$ cat src/rtl/core/bresenham_circle_generator_core_defines.svh
// Assertion macros shared by the circle generator RTL.
`ifndef BRESENHAM_CIRCLE_GENERATOR_CORE_DEFINES_SVH
`define BRESENHAM_CIRCLE_GENERATOR_CORE_DEFINES_SVH
`ifndef SYNTHESIS
// Checks a property on every rising clock edge outside reset.
`define BCG_ASSERT(lbl, clk, rst_n, prop, msg) \
  lbl: assert property (@(posedge clk) disable iff (!rst_n) (prop)) else $error(msg);
// Checks that a condition never holds on a rising clock edge outside reset.
`define BCG_ASSERT_NEVER(lbl, clk, rst_n, cond, msg) \
  lbl: assert property (@(posedge clk) disable iff (!rst_n) !(cond)) else $error(msg);
`else
`define BCG_ASSERT(lbl, clk, rst_n, prop, msg)
`define BCG_ASSERT_NEVER(lbl, clk, rst_n, cond, msg)
`endif
`endif

$ cat src/rtl/core/bcg_pkg.sv
// Shared types and constants of the circle generator.
package bcg_pkg;

  // Width of the emitted pixel coordinates.
  localparam int unsigned OUT_BITS = 14;

  // Points emitted for one request, one per octant.
  localparam int unsigned POINTS_PER_GROUP = 8;

  // Depth of the group queue between the front and back ends.
  localparam int unsigned QUEUE_DEPTH = 2;

  // Decision variable constants of the midpoint scheme.
  localparam int unsigned DEC_INIT  = 3;
  localparam int unsigned DEC_DIAG  = 10;
  localparam int unsigned DEC_AXIAL = 6;
  localparam int unsigned DEC_SHIFT = 2;

  typedef logic [$clog2(POINTS_PER_GROUP)-1:0] point_idx_t;

  typedef enum logic [0:0] {
    REQ_START = 1'b0,
    REQ_STEP  = 1'b1
  } req_type_e;

endpackage

$ cat src/rtl/core/bresenham_circle_generator_core.sv
// Top level of the midpoint circle point generator.
//
//   Channel   Handshake               Payload
//   request   push in / full out      req_type_i, center_x_i, center_y_i, radius_i
//   point     empty out / pop in      pixel_x_o, pixel_y_o, last_of_step_o, circle_done_o
//
// A start or an active step yields eight points, one per cycle from the output register while
// the consumer keeps popping; a step while idle yields none.
// The first point of a request is written into the group queue and then registered into the
// output register once that register is free.
// A two-entry group queue lets requests be taken while earlier points still drain.
// Reset clears the active flag, the queue and the output valid; no clearing pass is needed.
module bresenham_circle_generator_core #(
  parameter int unsigned COORD_BITS = 12
) (
  input  logic                                clk_i,
  input  logic                                rst_ni,
  input  logic                                push,
  output logic                                full,
  input  logic                                req_type_i,
  input  logic [COORD_BITS-1:0]               center_x_i,
  input  logic [COORD_BITS-1:0]               center_y_i,
  input  logic [COORD_BITS-1:0]               radius_i,
  output logic                                empty,
  input  logic                                pop,
  output logic signed [bcg_pkg::OUT_BITS-1:0] pixel_x_o,
  output logic signed [bcg_pkg::OUT_BITS-1:0] pixel_y_o,
  output logic                                last_of_step_o,
  output logic                                circle_done_o
);
  import bcg_pkg::*;

  localparam int unsigned GW = 4 * COORD_BITS + 3;

  logic          grp_push, grp_pop, grp_empty;
  logic [GW-1:0] grp_in, grp_out;

  // Request intake and recurrence.
  bcg_front #(.COORD_BITS(COORD_BITS)) u_front (
    .clk_i      (clk_i),
    .rst_ni     (rst_ni),
    .push_i     (push),
    .full_i     (full),
    .req_type_i (req_type_i),
    .center_x_i (center_x_i),
    .center_y_i (center_y_i),
    .radius_i   (radius_i),
    .grp_push_o (grp_push),
    .grp_o      (grp_in)
  );

  // Group queue.
  bcg_fifo #(.WIDTH(GW)) u_fifo (
    .clk_i   (clk_i),
    .rst_ni  (rst_ni),
    .push_i  (grp_push),
    .data_i  (grp_in),
    .full_o  (full),
    .pop_i   (grp_pop),
    .empty_o (grp_empty),
    .data_o  (grp_out)
  );

  // Point emission.
  bcg_back #(.COORD_BITS(COORD_BITS)) u_back (
    .clk_i          (clk_i),
    .rst_ni         (rst_ni),
    .grp_empty_i    (grp_empty),
    .grp_i          (grp_out),
    .grp_pop_o      (grp_pop),
    .empty_o        (empty),
    .pop_i          (pop),
    .pixel_x_o      (pixel_x_o),
    .pixel_y_o      (pixel_y_o),
    .last_of_step_o (last_of_step_o),
    .circle_done_o  (circle_done_o)
  );

endmodule

$ cat src/rtl/core/bcg_front.sv
// Front end: accepts requests and advances the midpoint decision state.
module bcg_front #(
  parameter int unsigned COORD_BITS = 12
) (
  input  logic                    clk_i,
  input  logic                    rst_ni,
  input  logic                    push_i,
  input  logic                    full_i,
  input  logic                    req_type_i,
  input  logic [COORD_BITS-1:0]   center_x_i,
  input  logic [COORD_BITS-1:0]   center_y_i,
  input  logic [COORD_BITS-1:0]   radius_i,
  output logic                    grp_push_o,
  output logic [4*COORD_BITS+2:0] grp_o
);
  import bcg_pkg::*;

  localparam int unsigned OW = COORD_BITS + 1;
  localparam int unsigned DW = COORD_BITS + 4;

  logic [COORD_BITS-1:0] cx_q, cy_q;
  logic signed [OW-1:0]  x_q, y_q;
  logic signed [DW-1:0]  d_q;
  logic                  active_q;

  logic                  accept, is_start, d_pos, done;
  logic signed [OW-1:0]  x_inc, y_dec, x_n, y_n;
  logic signed [DW-1:0]  x_ext, y_ext, d_start, d_step;

  // A transfer happens when a request is pushed and the queue has room.
  assign accept   = push_i && !full_i;
  assign is_start = (req_type_i == REQ_START);

  // One step of the midpoint recurrence on the current state.
  always_comb begin
    x_inc   = x_q + OW'(1);
    y_dec   = y_q - OW'(1);
    d_pos   = !d_q[DW-1] && (d_q != '0);
    x_n     = x_inc;
    y_n     = d_pos ? y_dec : y_q;
    x_ext   = {{(DW-OW){x_n[OW-1]}}, x_n};
    y_ext   = {{(DW-OW){y_n[OW-1]}}, y_n};
    if (d_pos) begin
      d_step = d_q + ((x_ext - y_ext) <<< DEC_SHIFT) + DW'(DEC_DIAG);
    end else begin
      d_step = d_q + (x_ext <<< DEC_SHIFT) + DW'(DEC_AXIAL);
    end
    d_start = DW'(DEC_INIT) - (DW'(radius_i) << 1);
    done    = (y_n < x_n);
  end

  // A start always yields a group; a step only while a circle is running.
  always_comb begin
    grp_push_o = accept && (is_start || active_q);
    if (is_start) begin
      grp_o = {1'b0, center_x_i, center_y_i, OW'(0), {1'b0, radius_i}};
    end else begin
      grp_o = {done, cx_q, cy_q, x_n, y_n};
    end
  end

  // Circle state registers.
  always_ff @(posedge clk_i or negedge rst_ni) begin
    if (!rst_ni) begin
      active_q <= 1'b0;
      cx_q     <= '0;
      cy_q     <= '0;
      x_q      <= '0;
      y_q      <= '0;
      d_q      <= '0;
    end else if (accept) begin
      if (is_start) begin
        active_q <= 1'b1;
        cx_q     <= center_x_i;
        cy_q     <= center_y_i;
        x_q      <= '0;
        y_q      <= {1'b0, radius_i};
        d_q      <= d_start;
      end else if (active_q) begin
        x_q <= x_n;
        y_q <= y_n;
        d_q <= d_step;
        if (done) begin
          active_q <= 1'b0;
        end
      end
    end
  end

endmodule

$ cat src/rtl/core/bcg_fifo.sv
// Small queue of point groups between the front and back ends.
`include "bresenham_circle_generator_core_defines.svh"
module bcg_fifo #(
  parameter int unsigned WIDTH = 51
) (
  input  logic             clk_i,
  input  logic             rst_ni,
  input  logic             push_i,
  input  logic [WIDTH-1:0] data_i,
  output logic             full_o,
  input  logic             pop_i,
  output logic             empty_o,
  output logic [WIDTH-1:0] data_o
);
  import bcg_pkg::*;

  localparam int unsigned PW = (QUEUE_DEPTH > 1) ? $clog2(QUEUE_DEPTH) : 1;
  localparam int unsigned CW = $clog2(QUEUE_DEPTH + 1);

  logic [WIDTH-1:0] mem_q [QUEUE_DEPTH];
  logic [PW-1:0]    wr_ptr_q, rd_ptr_q;
  logic [CW-1:0]    cnt_q;
  logic             do_push, do_pop;

  assign full_o  = (cnt_q == CW'(QUEUE_DEPTH));
  assign empty_o = (cnt_q == '0);
  assign data_o  = mem_q[rd_ptr_q];
  assign do_push = push_i && !full_o;
  assign do_pop  = pop_i && !empty_o;

  // Storage write.
  always_ff @(posedge clk_i) begin
    if (do_push) begin
      mem_q[wr_ptr_q] <= data_i;
    end
  end

  // Pointers and fill count.
  always_ff @(posedge clk_i or negedge rst_ni) begin
    if (!rst_ni) begin
      wr_ptr_q <= '0;
      rd_ptr_q <= '0;
      cnt_q    <= '0;
    end else begin
      if (do_push) begin
        wr_ptr_q <= (wr_ptr_q == PW'(QUEUE_DEPTH - 1)) ? '0 : wr_ptr_q + PW'(1);
      end
      if (do_pop) begin
        rd_ptr_q <= (rd_ptr_q == PW'(QUEUE_DEPTH - 1)) ? '0 : rd_ptr_q + PW'(1);
      end
      if (do_push && !do_pop) begin
        cnt_q <= cnt_q + CW'(1);
      end else if (do_pop && !do_push) begin
        cnt_q <= cnt_q - CW'(1);
      end
    end
  end

  `BCG_ASSERT_NEVER(a_no_push_full, clk_i, rst_ni, push_i && full_o, "group pushed into full queue")
  `BCG_ASSERT_NEVER(a_no_pop_empty, clk_i, rst_ni, pop_i && empty_o, "group popped from empty queue")
  `BCG_ASSERT_NEVER(a_cnt_range, clk_i, rst_ni, cnt_q > CW'(QUEUE_DEPTH), "queue count overflow")

endmodule

$ cat src/rtl/core/bcg_back.sv
// Back end: walks the eight octant mirrors of a group into the output register.
`include "bresenham_circle_generator_core_defines.svh"
module bcg_back #(
  parameter int unsigned COORD_BITS = 12
) (
  input  logic                                clk_i,
  input  logic                                rst_ni,
  input  logic                                grp_empty_i,
  input  logic [4*COORD_BITS+2:0]             grp_i,
  output logic                                grp_pop_o,
  output logic                                empty_o,
  input  logic                                pop_i,
  output logic signed [bcg_pkg::OUT_BITS-1:0] pixel_x_o,
  output logic signed [bcg_pkg::OUT_BITS-1:0] pixel_y_o,
  output logic                                last_of_step_o,
  output logic                                circle_done_o
);
  import bcg_pkg::*;

  localparam int unsigned OW = COORD_BITS + 1;
  localparam int unsigned GW = 4 * COORD_BITS + 3;
  localparam int unsigned SW = (COORD_BITS + 2 > OUT_BITS) ? COORD_BITS + 2 : OUT_BITS;

  point_idx_t            idx_q;
  logic                  out_valid_q;
  logic                  load, is_last, grp_done;
  logic [COORD_BITS-1:0] cx, cy;
  logic signed [OW-1:0]  gx, gy, ox, oy;
  logic signed [SW-1:0]  cx_ext, cy_ext, ox_ext, oy_ext, px, py;

  // Unpack the group at the head of the queue.
  assign grp_done = grp_i[GW-1];
  assign cx       = grp_i[GW-2 -: COORD_BITS];
  assign cy       = grp_i[GW-2-COORD_BITS -: COORD_BITS];
  assign gx       = grp_i[2*OW-1 -: OW];
  assign gy       = grp_i[OW-1:0];

  // The output register takes a point when it is free or being drained.
  assign load      = !grp_empty_i && (!out_valid_q || pop_i);
  assign is_last   = (idx_q == point_idx_t'(POINTS_PER_GROUP - 1));
  assign grp_pop_o = load && is_last;
  assign empty_o   = !out_valid_q;

  // Mirror the offsets: bit two swaps axes, bits zero and one negate.
  always_comb begin
    ox     = idx_q[2] ? gy : gx;
    oy     = idx_q[2] ? gx : gy;
    cx_ext = SW'(cx);
    cy_ext = SW'(cy);
    ox_ext = {{(SW-OW){ox[OW-1]}}, ox};
    oy_ext = {{(SW-OW){oy[OW-1]}}, oy};
    px     = idx_q[0] ? cx_ext - ox_ext : cx_ext + ox_ext;
    py     = idx_q[1] ? cy_ext - oy_ext : cy_ext + oy_ext;
  end

  // Point index and output valid.
  always_ff @(posedge clk_i or negedge rst_ni) begin
    if (!rst_ni) begin
      idx_q       <= '0;
      out_valid_q <= 1'b0;
    end else begin
      if (load) begin
        idx_q <= idx_q + point_idx_t'(1);
      end
      if (load) begin
        out_valid_q <= 1'b1;
      end else if (pop_i) begin
        out_valid_q <= 1'b0;
      end
    end
  end

  // Output payload register.
  always_ff @(posedge clk_i) begin
    if (load) begin
      pixel_x_o      <= px[OUT_BITS-1:0];
      pixel_y_o      <= py[OUT_BITS-1:0];
      last_of_step_o <= is_last;
      circle_done_o  <= is_last && grp_done;
    end
  end

  `BCG_ASSERT(a_done_is_last, clk_i, rst_ni, out_valid_q && circle_done_o |-> last_of_step_o, "circle end off group end")
  `BCG_ASSERT(a_idx_wrap, clk_i, rst_ni, grp_pop_o |=> idx_q == '0, "point index not back at zero")
  `BCG_ASSERT_NEVER(a_pop_no_grp, clk_i, rst_ni, grp_pop_o && grp_empty_i, "group pop while none waits")

endmodule

$ cat config.mk
export PLATFORM = sky130hd
export DESIGN_NAME = bresenham_circle_generator_core
export DESIGN_NICKNAME = d
export VERILOG_FILES = /design/src/rtl/core/bcg_pkg.sv /design/src/rtl/core/bresenham_circle_generator_core.sv /design/src/rtl/core/bcg_front.sv /design/src/rtl/core/bcg_fifo.sv /design/src/rtl/core/bcg_back.sv
export VERILOG_INCLUDE_DIRS = /design/src /design/src/rtl/core
export SDC_FILE = /design/constraint.sdc
export NUM_CORES = 1
export LEC_CHECK = 0
export ABC_CLOCK_PERIOD_IN_PS = 5900
export BUFFER_PORTS_ARGS = -buffer_cell sky130_fd_sc_hd__buf_4
export CAP_MARGIN = 40
export CORE_MARGIN = 2
export CORE_UTILIZATION = 62
export DETAILED_ROUTE_END_ITERATION = 16
export GPL_TIMING_DRIVEN = 0
export PLACE_DENSITY = 0.81
export SYNTH_ARGS = -nofsm -noshare
export SYNTH_HDL_FRONTEND = slang
export SYNTH_SLANG_ARGS = --single-unit
$ cat constraint.sdc
create_clock -name clk_i -period 5.9 [get_ports clk_i]
set_input_delay 0.885 -clock clk_i [delete_from_list [all_inputs] [get_ports clk_i]]
set_output_delay 0.885 -clock clk_i [all_outputs]
set_load 0.01 [all_outputs]
==> impl_metrics.ini, run 1 <==
[setup_path]
crit_required_ns = 6.32
cp.arrival_ns = 6.04
critPathMaxStageDelay_ns = 0.49
end_kind = flip-flop
timing.critical_path.buf_inv = 1
start_kind = flip-flop
critPathMaxFanout = 6
slowest_stage = or4_1
crit_type = reg -> reg
critical-path-top-delay-family = compound AO/OA/AOI/OAI gates
cp_cell_sequence = nor4_2 -> a41oi_2 -> buf_4 -> mux2_2 -> fa_1 -> a21o_1 -> a21o_1 -> a21oi_1 -> o21ai_0 -> a21oi_1 -> nor2_1 -> nor2_1 -> xnor2_1 -> ha_1 -> ha_1 -> or3_1 -> o211ai_1 -> o21ai_0 -> or4_1 -> o211ai_1

[route]
wire_per_inst_um = 20.24
drc = 0
highest_layer = met4
drt-met1-wl_mm = 12.58
wl_met3_mm = 1.923
totalWireLength_mm = 31.77
drt_iter0_markers = 661
ant_nets = 0
drt_first_pass_iters = 5
vias = 9692
dr_wl_met2_mm = 15.82
via_per_inst = 6.173

[global_route]
grt_pass1_wl_mm = 50.75
grt_start_max_net_pins = 44
grt.overflow.total = 0
grt_pass1_vias = 9744
track_usage_pct = 29.24
antenna_found_initial = 0

[sta]
setup_viol = 0
post-route-min-period_ns = 5.623
max_freq_ghz = 0.1779
tightest_slew_ns = 0.9310
finalHoldViolations = 0
hold_slack_ns = 0.3503
min_period_over_period_pct = 95.30
slew_violations = 0
fin_worst_skew_ns = 0.01301
slew-limit-headroom_pct = 37.94

[synthesis]
syn-num-nets = 1326
synth_common_cells = nand2_1, edfxtp_1, ha_1
synth_top_cell_by_area = edfxtp_1
synth-main-ff-cell = edfxtp_1
yosysSeqAreaShare_pct = 45.26
async_reset_ff_share_pct = 36.23
yosys_warnings = 0
ys_ff_latch = 207
syn_area_sq_um = 12900
synth_edf_count = 132
synthCells = 1183
yosys.cell_types.count = 74
syn_avg_cell_area_sq_um = 10.91
synth.most_common_cell = nand2_1
netlist.area_leader.share_pct = 30.72
yosys-top-cells-area = edfxtp_1, dfrtp_1, ha_1

[min_path]
hold_class = in -> async

[finish]
drive_gt1_share_pct = 16.92
fin_nets = 1428
diodes = 0
area_growth_pct = 13.58

[clock_tree]
root_buffer = clkbuf_16
cts.sinks = 207
clockBufferDepth = 3
clkSlewWorstSetupHoldPaths_ns = 0.06
clk_latency_ns = 0.51
cts_made_buffers = 21
htreeDepth = 1
cts_tree = yes

[place]
dp_hpwl_mm = 22.96
io_buffers = 71
globalplace.congestion = 0.9059

[die]
die_w_um = 148.3
rows = 52
num_io_pins = 73
core_area_sq_um = 20300
die_area_sq_um = 21980
die_h_um = 148.3
initial_core_util_pct = 63.57

[run]
max_cap_violations = 0

[outcome]
status = finished clean
==> area by class of cell <==
| cell class | instances | area (sq um) |
|---|---|---|
| Buffer | 38 | 178.9 |
| Inverter | 45 | 168.9 |
| Clock buffer | 27 | 588.1 |
| Multi-Input combinational cell | 893 | 6756 |
| Fill cell | 1402 | 5642 |
| Clock inverter | 11 | 136.4 |
| Tap cell | 270 | 337.8 |
| Timing Repair Buffer | 79 | 650.6 |
| Sequential cell | 207 | 5841 |
==> routing by layer <==
layer,up-vias,track usage [%]
li1,4500,-
met1,4697,36.73
met2,403,51.37
met3,92,3.160
met4,0,13.10
met5,-,0
==> stage by stage <==
step / utilization (%) / worst slack (ns) / cell area (sq um) / std cells / setup TNS (ns)
after floorplan: - / 1.180 / 12900 / 1183 / 0
after global placement: 67.86 / -0.4398 / 13780 / 1524 / -22.11
after detailed placement: 68.39 / 0.02418 / 13880 / 1528 / 0
after CTS: 71.99 / 0.1288 / 14610 / 1566 / 0
after global routing: 72.21 / -0.01595 / 14660 / 1570 / -0.01595
final: 72.21 / 0.2774 / 14660 / 1570 / 0
==> kinds of logic after synthesis <==
| kind of cell | count (synthesis) | share of synthesized area (%) |
|---|---|---|
| AOI/OAI and AO/OA | 218 | 10.57 |
| xor gates and xnor gates | 115 | 7.805 |
| adders and majority gates | 102 | 10.18 |
| buffers and inverters | 83 | 2.695 |
| DFF | 207 | 45.26 |
| muxes | 89 | 10.05 |
| and+or+nand+nor | 369 | 13.44 |
==> what timing repair did <==
| action | CTS | global route |
|---|---|---|
| setup buffers | 0 | 4 |
| pin swaps | 1 | 1 |
| hold buffers | 0 | 0 |
| setup endpoints to repair | 1 | 1 |
| resized for setup | 1 | 2 |
| cloned | 0 | 0 |
==> registers in the layout (all words and copies together), names as in the netlist <==
name and flops:
u_fifo.cnt_q 2, u_front.cx_q 12, u_front.active_q 1, u_back.pixel_y_o 14
u_fifo.rd_ptr_q 1, u_back.out_valid_q 1, u_front.d_q 16, u_back.last_of_step_o 1
u_back.idx_q 3, u_back.pixel_x_o 14, u_back.circle_done_o 1, u_fifo.mem_q 102
u_fifo.wr_ptr_q 1, u_front.x_q 13, u_front.cy_q 12, u_front.y_q 13
==> final timing paths <==
| kind | start | end | slack [ns] | cells past startpoint |
|---|---|---|---|---|
| max reg2reg | u_front.d_q[1] | u_front.d_q[15] | 0.28 | 20 |
| max in group asynchronous | rst_ni | u_front.cx_q[1] | 4.94 | 2 |
| min in group clk_i | u_front.cx_q[4] | u_front.cx_q[4] | 0.47 | 2 |
| min reg2reg | u_front.cx_q[4] | u_front.cx_q[4] | 0.47 | 2 |
| min | rst_ni | u_front.d_q[14] | 0.35 | 1 |
| max | u_front.d_q[1] | u_front.d_q[15] | 0.28 | 20 |
==> worst reg2reg max path, cell delays in order, from the launching register on <==
cell and delay [ns]:
dfrtp_1 0.45, nor4_2 0.44, a41oi_2 0.38, buf_4 0.25, mux2_2 0.31, fa_1 0.45, a21o_1 0.20, a21o_1 0.20
a21oi_1 0.23, o21ai_0 0.21, a21oi_1 0.19, nor2_1 0.05, nor2_1 0.11, xnor2_1 0.16, ha_1 0.27, ha_1 0.24
or3_1 0.38, o211ai_1 0.24, o21ai_0 0.19, or4_1 0.49, o211ai_1 0.09
==> cells in the final DEF, fill, tap and decap left out, types with 7 or more instances in the layout <==
master,count
o21bai_1,7
clkbuf_1,27
o21ai_0,52
inv_1,43
nor2_1,95
nand2b_1,11
o31ai_1,9
ha_1,97
dfrtp_1,75
buf_4,75
o21a_1,10
o211ai_1,8
mux2i_1,10
xor2_1,43
nor3_1,23
mux2_2,53
edfxtp_1,132
nand3_1,17
nand2_1,146
and3_1,9
or3_1,8
nor2b_1,10
mux4_2,22
and2_1,8
xnor2_1,71
a21oi_1,71
a21o_1,13
clkbuf_16,21
Power of run 1 is not shown: default switching activity piles up to over one toggle a cycle in this logic, so the estimate is an artifact.
==> run 2: changes to the inputs <==
ABC_CLOCK_PERIOD_IN_PS = 5500   (was 5900)
BUFFER_PORTS_ARGS = -buffer_cell sky130_fd_sc_hd__buf_2   (was -buffer_cell sky130_fd_sc_hd__buf_4)
clock period = 5.5 ns   (was 5.9 ns; I/O delays follow)
==> run 2 against run 1 <==
Compared with the run above: sequential share of layout area grew 0.33 points; worst hold slack worse by 0.11 ns; sequential cell count did not move; die area stayed put; global-route usage is 0.46 points higher; count of clock-buffer cells in the layout shrank 2; clock skew is 0.0041 ns higher; non-clock buffer count up 2; final cell count rose by 0.13%; setup slack got worse by 0.066 ns; largest cell class unchanged; highest routed layer unchanged.
==> impl_metrics.ini, run 2 (same netlist as run 1, synthesis figures left out) <==
[clock_tree]
postCtsHoldBufs = 0
htreeDepth = 1
clkSlewWorstSetupHoldPaths_ns = 0.06
cts.sinks = 207
cts_made_buffers = 21
clk_latency_ns = 0.51
cts_tree = yes
root_buffer = clkbuf_16
clockBufferDepth = 3

[route]
vias = 9831
ant_nets = 0
drt_first_pass_iters = 8
totalWireLength_mm = 32.58
wire_per_inst_um = 20.72
drc = 0
via_per_inst = 6.254
drt_iter0_markers = 808

[global_route]
grt_pass1_vias = 9712
antenna_found_initial = 0
met1_usage_pct = 37.75
grt_pass1_wl_mm = 50.90
met3_usage_pct = 3.620
grt.overflow.total = 0
grt_start_max_net_pins = 52
grt_busiest_layer = met2
track_usage_pct = 29.70
gr-usage-met2_pct = 51.60

[run]
max_cap_violations = 0

[setup_path]
crit_required_ns = 5.92
reg2reg_slack_ns = 0.21
r2r_end = u_front.d_q[15]
rr_worst_depth = 20
start_kind = flip-flop
r2r-start = u_front.d_q[1]
end_kind = flip-flop
crit_type = reg -> reg
critPathMaxFanout = 5
cp.arrival_ns = 5.71

[finish]
largest_reg_flops = 102
reg_top3 = u_fifo.mem_q x102, u_front.d_q x16
final_common_cell = nand2_1
final_cell_mix = nand2_1, edfxtp_1, ha_1
regMostFlops = u_fifo.mem_q
fin_nets = 1430
area_growth_pct = 12.66
diodes = 0
drive_gt1_share_pct = 17.36

[min_path]
hold_class = in -> async

[sta]
min_period_over_period_pct = 96.15
finalHoldViolations = 0
setup_viol = 0
tightest_slew_ns = 0.9398
slew-limit-headroom_pct = 37.12
fin_worst_skew_ns = 0.01711
post-route-min-period_ns = 5.288
max_freq_ghz = 0.1891
slew_violations = 0
hold_slack_ns = 0.2398

[die]
die_w_um = 148.3
die_h_um = 148.3
die_area_sq_um = 21980
initial_core_util_pct = 63.57
rows = 52
core_area_sq_um = 20300
num_io_pins = 73

[place]
dp_hpwl_mm = 23.13
globalplace.congestion = 0.9113
io_buffers = 71

[outcome]
status = finished clean
[run 2: cell count changes in the layout (fill, tap and decap cells not counted), moves of 2 or more]
cell / change
clkbuf_8: -2
nor4_2: -2
o21ai_0: -3
buf_2: +70
o21ai_1: +3
nor4_4: +3
buf_4: -68
[run 2: repair_timing]
item / CTS / global route
buffers inserted: 2 / 4
setup endpoints to repair: 3 / 3
pin swaps: 1 / 3
resized for setup: 1 / 15
[run 2: final cells by class]
type	count	area [sq um]
buffer	38	178.9
clock buffer	25	560.5
clock inverter	13	128.9
fill	1424	5761
inverter	45	168.9
multi-input combinational	893	6832
sequential	207	5842
tap	270	337.8
timing repair buffer	81	490.5
[run 2: layer usage]
layer | wire [um] | vias to the layer above
met3 | 2226 | 100
li1 | - | 4513
met5 | 0 | -
met4 | 1419 | 0
met2 | 16160 | 478
met1 | 12770 | 4740
[run 2: worst max-delay path by stage]
stage                   startpoint                   to  slack (ns)
floorplan           u_front.d_q[7]      u_front.d_q[15]        0.78
global placement              push  u_fifo.mem_q[0][43]       -0.75
detailed placement  u_front.d_q[1]      u_front.d_q[15]       -0.31
CTS                 u_front.d_q[2]      u_front.d_q[15]        0.02
global route        u_front.d_q[7]      u_front.d_q[15]       -0.01
finish              u_front.d_q[1]      u_front.d_q[15]        0.21
[run 2: worst max-delay path: stages, from the launching register on]
cell and delay, ns:
dfrtp_2 0.46, nor4_4 0.40, a41oi_4 0.24, buf_4 0.20
mux2_2 0.30, fa_1 0.45, a21o_1 0.20, a21o_1 0.19
a21oi_1 0.24, o21ai_1 0.18, a21oi_1 0.18, nor2_1 0.05
nor2_1 0.11, xnor2_1 0.17, ha_1 0.28, ha_1 0.23
or3_1 0.37, o211ai_1 0.24, o21ai_1 0.14, or4_1 0.47
o211ai_1 0.09
[run 2: per-stage QoR]
step | worst slack (ns) | TNS [ns] | utilization [%] | instance area [sq um] | std cells
CTS | 0.01599 | 0 | 71.03 | 14420 | 1568
finish | 0.2117 | 0 | 71.62 | 14540 | 1572
detailed placement | -0.3063 | -0.4718 | 67.53 | 13710 | 1528
global route | -0.01212 | -0.01212 | 71.62 | 14540 | 1572
global placement | -0.7461 | -37.96 | 66.99 | 13600 | 1524
floorplan | 0.7800 | 0 | - | 12900 | 1183
Power of run 2 is left out for the same reason.
==> run 3: changes to the inputs <==
CORE_ASPECT_RATIO = 0.75   (was not set)
==> run 3 against run 2 <==
Compared with the run above: setup slack improved by 0.090 ns; routed wire length increased by 0.62%; clock skew decreased by 0.0067 ns; fmax increased by 1.7%; sequential share of layout area decreased by 0.19 points; first-iteration DRC count increased by 54%; critical endpoint unchanged; highest routed layer unchanged.
==> impl_metrics.ini, run 3 (same netlist as run 1, synthesis figures left out) <==
[outcome]
status = finished clean

[clock_tree]
clkSlewWorstSetupHoldPaths_ns = 0.06
root_buffer = clkbuf_16
cts.sinks = 207
clockBufferDepth = 3
cts_made_buffers = 21
htreeDepth = 1
cts_tree = yes
clk_latency_ns = 0.51

[global_route]
track_usage_pct = 30.33
grt_pass1_vias = 9480
antenna_found_initial = 0
gr-usage-met2_pct = 45.51
grt_pass1_wl_mm = 51.30
grt_start_max_net_pins = 53
grt.overflow.total = 0
met3_usage_pct = 5.383
grt_busiest_layer = met2
met1_usage_pct = 45.45

[route]
drt_first_pass_iters = 6
drc = 0
ant_nets = 0
totalWireLength_mm = 32.78
vias = 9926
via_per_inst = 6.274
drt_iter0_markers = 1247
wire_per_inst_um = 20.72

[setup_path]
crit_required_ns = 5.92
critPathMaxFanout = 5
critical-path-top-delay-family = compound AO/OA/AOI/OAI gates
slowest_stage = o31ai_1
cp_common_cell = ha_1
timing.critical_path.buf_inv = 1
crit_type = reg -> reg
critPathMaxStageDelay_ns = 0.50
cp_cell_sequence = nor4_4 -> a41oi_4 -> buf_4 -> nor4b_4 -> xnor2_1 -> ha_1 -> o21a_1 -> o31a_1 -> nor3_1 -> o31ai_1 -> a21oi_1 -> xnor2_1 -> ha_1 -> ha_1 -> or3_1 -> o211ai_1 -> o21ai_1 -> or4_1 -> o211ai_1
start_kind = flip-flop
cp.arrival_ns = 5.62
end_kind = flip-flop

[sta]
rsz0062_at_grt = false
min_period_over_period_pct = 94.51
slew-limit-headroom_pct = 38.27
setup_viol = 0
finalHoldViolations = 0
post-route-min-period_ns = 5.198
final.setup.worst_slack_ns = 0.3017
tightest_slew_ns = 0.9260
slew_violations = 0
fin_worst_skew_ns = 0.01042
max_freq_ghz = 0.1924

[place]
dp_hpwl_mm = 23.77
place_ws_ns = -0.2798
io_buffers = 71
postPlaceCellArea_sq_um = 13730
globalplace.congestion = 0.9270

[die]
die_w_um = 170.6
core_area_sq_um = 20330
rows = 45
initial_core_util_pct = 63.49
num_io_pins = 73
die_h_um = 128.9
die_area_sq_um = 22000

[finish]
reg_top3 = u_fifo.mem_q x102, u_front.d_q x16
final_common_cell = nand2_1
largest_reg_flops = 102
diodes = 0
fin_area_sq_um = 14610
final_cell_mix = nand2_1, edfxtp_1, ha_1
regMostFlops = u_fifo.mem_q
fin_nets = 1429
area_growth_pct = 13.19
drive_gt1_share_pct = 17.38

[min_path]
hold_class = in -> async

[run]
max_cap_violations = 0
-- run 3: metal layers --
| metal | part of all wire (%) | wire (um) | up-vias |
|---|---|---|---|
| li1 | - | - | 4521 |
| met1 | 43 | 14040 | 4753 |
| met2 | 44 | 14400 | 579 |
| met3 | 11 | 3510 | 73 |
| met4 | 2.5 | 819 | 0 |
| met5 | 0 | 0 | - |
-- run 3: repair_timing --
| action | 4_1_cts | 5_1_grt |
|---|---|---|
| setup buffers | 2 | 2 |
| hold buffers | 0 | 0 |
| pin swaps | 1 | 4 |
| gates resized for setup | 2 | 12 |
| setup endpoints to repair | 3 | 3 |
| endpoints found under the hold margin | 0 | 0 |
-- run 3: path summary, 6_finish.rpt --
check                                startpoint         endpoint  slack (ns)  cells after the start
worst max-delay path             u_front.d_q[1]  u_front.d_q[15]        0.30                     19
min in group clk_i              u_front.cy_q[4]  u_front.cy_q[4]        0.47                      2
worst min register to register  u_front.cy_q[4]  u_front.cy_q[4]        0.47                      2
max in group asynchronous                rst_ni   u_front.d_q[1]        4.61                      2
worst min-delay path                     rst_ni  u_front.cx_q[4]        0.25                      1
worst max register to register   u_front.d_q[1]  u_front.d_q[15]        0.30                     19
-- run 3: area by class of cell --
| type | count | area, sq um |
|---|---|---|
| Tap cell | 282 | 352.8 |
| Multi-Input combinational cell | 893 | 6824 |
| Buffer | 38 | 178.9 |
| Clock inverter | 10 | 158.9 |
| Sequential cell | 207 | 5842 |
| Inverter | 45 | 168.9 |
| Clock buffer | 27 | 598.1 |
| Timing Repair Buffer | 80 | 483.0 |
| Fill cell | 1367 | 5719 |
-- run 3: through the flow --
step                util (%)  setup TNS (ns)  instances  hold WS [ns]
finish                 71.86               0       1582        0.2516
global route           71.86               0       1582        0.2708
CTS                    71.41               0       1580        0.2557
detailed placement     67.55         -0.3193       1541        0.4580
global placement       66.97          -40.41       1536        0.4515
floorplan                  -               0       1183        0.4351
Power of run 3 is left out for the same reason.
